**src/oqkr_pkg.sv**
```systemverilog
// Package with the shared codes and key width of the ordered queue with keyed remove.
package oqkr_pkg;

  localparam int unsigned KEY_W = 64;

  typedef enum logic [1:0] {
    OP_APPEND = 2'd0,
    OP_SEARCH = 2'd1,
    OP_REMOVE = 2'd2,
    OP_POP    = 2'd3
  } op_e;

  typedef enum logic [1:0] {
    ST_OK        = 2'd0,
    ST_NOT_FOUND = 2'd1,
    ST_FULL      = 2'd2,
    ST_EMPTY     = 2'd3
  } status_e;

endpackage

```
**src/oqkr_mem.sv**
```systemverilog
// Simple dual-port key memory with one write port and one registered read port.
module oqkr_mem
  import oqkr_pkg::*;
#(
  parameter int unsigned DEPTH  = 64,
  parameter int unsigned ADDR_W = (DEPTH > 1) ? $clog2(DEPTH) : 1
) (
  input  logic              clk_i,
  input  logic              wr_en_i,
  input  logic [ADDR_W-1:0] wr_addr_i,
  input  logic [KEY_W-1:0]  wr_data_i,
  input  logic              rd_en_i,
  input  logic [ADDR_W-1:0] rd_addr_i,
  output logic [KEY_W-1:0]  rd_data_o
);

  logic [KEY_W-1:0] mem_q [DEPTH];
  logic [KEY_W-1:0] rd_data_q;

  always_ff @(posedge clk_i) begin
    if (wr_en_i) begin
      mem_q[wr_addr_i] <= wr_data_i;
    end
  end

  always_ff @(posedge clk_i) begin
    if (rd_en_i) begin
      rd_data_q <= mem_q[rd_addr_i];
    end
  end

  assign rd_data_o = rd_data_q;

endmodule

```
**config.mk**
```make
export PLATFORM = sky130hd
export DESIGN_NAME = oqkr_mem
export DESIGN_NICKNAME = d
export VERILOG_FILES = /design/src/oqkr_pkg.sv /design/src/oqkr_mem.sv
export SDC_FILE = /design/constraint.sdc
export NUM_CORES = 2
export LEC_CHECK = 0
export BUFFER_PORTS_ARGS = -buffer_cell sky130_fd_sc_hd__buf_2
export CAP_MARGIN = 40
export CORE_MARGIN = 2
export CORE_UTILIZATION = 35
export CTS_BUF_LIST = sky130_fd_sc_hd__clkbuf_16
export DETAILED_ROUTE_END_ITERATION = 12
export RECOVER_POWER = 50
export SLEW_MARGIN = 20
export SYNTH_ARGS = -nofsm -noshare
export SYNTH_HDL_FRONTEND = slang
export SYNTH_SLANG_ARGS = --single-unit
```
**constraint.sdc**
```tcl
create_clock -name clk_i -period 16.7 [get_ports clk_i]
set_input_delay 3.34 -clock clk_i [delete_from_list [all_inputs] [get_ports clk_i]]
set_output_delay 3.34 -clock clk_i [all_outputs]
set_load 0.005 [all_outputs]
```
* Yosys cells after proc, flatten, opt, wreduce, memory -nomap -nowiden
Memories as Yosys holds them, arrays and structs flattened. A register that Yosys moved wholly into a read port is not among the register bits.
Cells that the tools add are included.
W data, S select, Z words.
** Word-level totals
- ROM bits :: 0
- Output and inout port bits :: 64
- Input port bits :: 79
- Bits in writable memories :: 4096
- Logic and storage cells :: 3
- Latch bits :: 0
- Register bits after elaboration :: 0
- Memories kept :: 1
** Operators by class
- $lt $le $gt $ge :: 0
- Multiplexer cells :: 2
- Div/mod/pow operators :: 0
- Shifts and indexed selects :: 0
- Reductions and logical operators :: 0
- Eq/ne operators :: 0
- $add $sub $neg :: 0
- $mul :: 0
- Bitwise operators :: 0
** Memories
- mem_q :: depth 64, width 64, read ports 1, clocked after memory_dff 1, write ports 1, line oqkr_mem.sv:17 : logic [KEY_W-1:0] mem_q [DEPTH];
** Operators with widths (count)
- $mux W1 :: 2

* Longest topological paths before layout
- Depth after elaboration :: 2
- Depth in mapped cells :: 9
- Gate-level depth less buffers :: 5

* Worst setup path after synthesis
Ideal clock, no wire load.
- Path type :: input -> register
- Start point :: input port wr_addr_i[3]
- End point :: memory mem_q[48][0] (enable)
- Path buffers :: 1
- Slack :: 7924 ps
- Library setup time :: 564 ps
- Arrival time :: 8212 ps
- Required time :: 16136 ps
- Cell stages on the path :: 4
- Cells stage by stage :: clkbuf_1 -> nor2b_1 -> nand4b_1 -> nor3_1
** RTL lines
- from (decl) :: line oqkr_mem.sv:10 : input logic [ADDR_W-1:0] wr_addr_i,
- to (decl) :: line oqkr_mem.sv:17
Straight into the memory's write port.

* Worst setup path after layout
- Start point :: input port rd_en_i
- End point :: register rd_data_q[41], in the netlist rd_data_o[41] (read register of mem_q) (enable)
** RTL lines
- from (decl) :: line oqkr_mem.sv:12 : input logic rd_en_i,
- to (decl) :: line oqkr_mem.sv:18 : logic [KEY_W-1:0] rd_data_q;
No word-level cell between the ends.

==> results.txt <==
- Via count normalized by instance count: 5.69
- Cell types with the highest counts after synthesis: edfxtp_1 (4,160), mux4_2 (1,024), buf_2 (170)
* Setup repair after global routing missed its margin: no
- After routing, the total negative slack on setup checks comes to 0 ns.
* Synth Area per Inst: 23.8 µm²
- After synthesis the netlist holds a flip-flop and latch count of 4,160.
- Summing all placed instances gives a cell area of 0.168 mm².
- Critical-path top delay cell: clkbuf_1
- The multi-input combinational cells in the finished layout cover a total of 0.0307 mm².
- Cell at the root of the clock tree: clkbuf_16
* Post-DP HPWL: 256,000 µm
- Across all layers, the routed design uses 76,500 vias.
* Total number of placement rows: 245
* Via count of the first global-routing pass: 77,100
* Number of buffers inserted by hold repair at cts: 0
* Cell with the most instances after synthesis: edfxtp_1
- Remaining number of nets flagged by the antenna check after routing: 0
* Number of design-rule violations left by the first detailed-router iteration: 11,000
- The worst register-to-register path ends at rd_data_o[15].
* Global-route wire length before repair: 623,000 µm
- Largest net degree at the start of global routing: 138
- Net count, final: 7,224
- The area growth from synthesis to layout is 15.4%.
* # port buffers: 142
- Effective utilization at floorplan: 0.352
* Final critical-path share of the clock period: 0.425
* Launch point of the worst hold path: mem_q[54][63]
- Post-cts resize count: 0
- # clock sinks: 4,160
- The cell area that synthesis handed to floorplanning was 0.157 mm².
- Max-slew headroom: -0.928
- Counting the buffers created by CTS gives 412.
- At the worst endpoint, the required time is 17.18 ns.
- Once layout is complete, the utilization of the core stands at 0.406.
- Fraction of synthesis flops using an asynchronous set or reset pin: 0
- Crit path DAT: 7.57 ns
- The pre-antenna-repair detailed-routing pass consisted of 6 iterations.
- In this run the power density over the cells is 120 mW/mm².
* Routability-driven placement congestion ratio: 0.772
* Clk_lat worst skew: 0.95 ns
- After detailed routing, the average wire length per cell comes to 33.7 µm.
- Wires add up to 453,000 µm.
- Synth Warn #: 0
- Cell seen most often among critical-path stages: clkbuf_1
* Ordered cell list for the critical path: clkbuf_1 > clkbuf_1 > clkbuf_1
- Across all register-to-register paths, the minimum setup slack is 14.25 ns.
- Flip-flop and latch area: 0.125 mm²
- The tool flagged a number of max-cap violations equal to 64.
- Along the worst path, the maximum fanout reaches 18.
- Number of filler instances in the final layout: 38,500
* Synthesized netlist net count: 6,677
- Post-CTS repair timing setup buffer count: 0
- Final Critical Period: 7.10 ns
- From bottom edge to top edge, the die measures 674 µm.
- The largest single stage delay on the critical path is 1.93 ns.
- Die Wd: 674 µm
- The number of cells on the worst reg-to-reg path is 6.
* IO Pins: 143
- Of the synthesized area, sequential elements account for 0.796.
- Total die area: 0.454 mm²
- Setup violations remaining at the end of the flow were counted as 0.
- Clock tree from TritonCTS: yes
- In the synthesized netlist the dominant register cell turns out to be edfxtp_1.
* Gate count after technology mapping: 6,598
* Max Clock Skew: 0.0563 ns
* Core Footprint: 0.446 mm²
- Max IR drop VDD: 0.000142 V
- Setup crit end kind: flip-flop
- For this run the aggregate overflow at the end of global routing stands at 0.
* Crit path buf inv count: 3
* Post-synth top area cell: edfxtp_1
- The cell family contributing the most delay on the critical path is buffers and inverters.
* Number of enable flip-flop cells after synthesis: 4,160
- Fraction of post-synthesis cell area in the top cell type by area: 0.796
- Total non-filler cell area in the finished layout: 0.181 mm²
- Critical register-to-register path startpoint: mem_q[54][15]
- The checks that failed: capacitance limit, slew limit.
- Synthesis instantiated 32 different standard cells from the library.
- The flow ran to the end, but the final reports show violations.
* Type of the setup path with the least slack: primary input to flip-flop
- GRT Overall Usage: 0.196
- CTS built an H-tree with a depth of 5.
- The worst setup path is launched from a primary input.
* Maximum count of clock buffers along a single path: 4
- Classification of the worst-slack hold path: flip-flop to flip-flop
* Transition time at the pin with the least slew margin: 2.89 ns
- Cell depth of the worst hold path: 4
- Proportion of layout cells with a drive suffix above 1: 0.276
- Number of antenna violations at the first check in global routing: 49
* Achievable Freq: 0.141 GHz
* End point of the most critical hold path: rd_data_o[63]
- After detailed routing, the number of remaining DRC violations is 0.
* Clock transition time at the flip-flop clock pins of the worst setup and hold paths: 0.06 ns
- Leading cell types by total area after synthesis: edfxtp_1 (80%), mux4_2 (15%), mux2i_1 (0.86%)
* Static leakage power: 55.9 nW
* Final-report hold violation count: 0
- The number of pins with negative max-slew slack in the final report came to 3,195.
==> logic make-up after synthesis <==
group / count (synthesis) / synth area share
AOI/OAI and AO/OA: 504 / 0.0247
buffers and inverters: 389 / 0.0118
DFF: 4160 / 0.796
muxes: 1159 / 0.156
and+or+nand+nor: 386 / 0.0123
==> cell type report <==
cell class / count / area share
clock inverter: 338 / 0.0154
inverter: 19 / 0.000394
timing repair buffer: 503 / 0.0259
tap: 5928 / 0.0410
multi-input combinational: 2049 / 0.170
antenna: 25 / 0.000345
sequential: 4160 / 0.690
clock buffer: 418 / 0.0578
==> placed cells by master, fill, tap and decap left out, drive strengths merged, types with 28 or more instances in the layout <==
| cell | synthesis | layout |
|---|---|---|
| nand3 | 45 | 45 |
| mux2i | 135 | 135 |
| and3 | 64 | 64 |
| or3 | 29 | 29 |
| inv | 19 | 110 |
| bufinv | 0 | 38 |
| o221ai | 38 | 38 |
| clkinv | 0 | 196 |
| or2 | 28 | 28 |
| clkbuf | 140 | 559 |
| nor2 | 112 | 112 |
| a22o | 88 | 88 |
| a211oi | 63 | 63 |
| nor2b | 28 | 28 |
| a22oi | 168 | 168 |
| buf | 230 | 362 |
| edfxtp | 4160 | 4160 |
| o22ai | 83 | 83 |
| nand2 | 58 | 58 |
| mux4 | 1024 | 1024 |
==> per-stage QoR <==
stage | cells | worst slack, ns | total power, mW | hold WS, ns
2_1_floorplan | 6598 | 7.92 | 12.4 | 0.865
3_3_place_gp | 12500 | 8.72 | 12.8 | 0.902
3_5_place_dp | 12600 | 8.87 | 12.9 | 0.909
4_1_cts | 13400 | 9.93 | 21.9 | 0.881
5_1_grt | 13400 | 9.60 | 22.3 | 0.915
6_report | 13400 | 9.60 | 21.7 | 0.885
==> sequential cells by signal (all words and copies together), names as in the netlist <==
register   flops
rd_data_o     64
mem_q       4096
==> routing by layer <==
| layer | share of wire | GRT usage |
|---|---|---|
| met1 | 0.40 | 0.273 |
| met2 | 0.48 | 0.318 |
| met3 | 0.094 | 0.0361 |
| met4 | 0.027 | 0.0499 |
| met5 | 0.00014 | 0 |
==> worst register-to-register path, cell delays in order (launching register included) <==
cell and delay (ns):
edfxtp_1 0.37, mux4_2 0.47, mux2i_1 0.19, o22ai_1 0.14
a31oi_1 0.55, a211oi_1 0.21, buf_2 0.26
==> worst max-delay path by stage <==
stage | to | slack (ns) | cells after the start | startpoint
6_report | rd_data_o[41] | 9.60 | 3 | rd_en_i
4_1_cts | rd_data_o[38] | 9.93 | 10 | rd_addr_i[0]
3_3_place_gp | rd_data_o[17] | 8.72 | 9 | rd_addr_i[0]
3_5_place_dp | rd_data_o[38] | 8.87 | 10 | rd_addr_i[0]
5_1_grt | rd_data_o[31] | 9.60 | 3 | rd_en_i
2_1_floorplan | mem_q[48][0] | 7.92 | 4 | wr_addr_i[3]
==> power breakdown <==
group	internal, mW	leakage (nW)	switching [mW]	total [mW]
clock	5.14	6.80	3.97	9.11
sequential	11.6	37.5	0.0448	11.6
combinational	0.366	11.7	0.612	0.978
No activity file was read; power rests on OpenSTA's default activity.
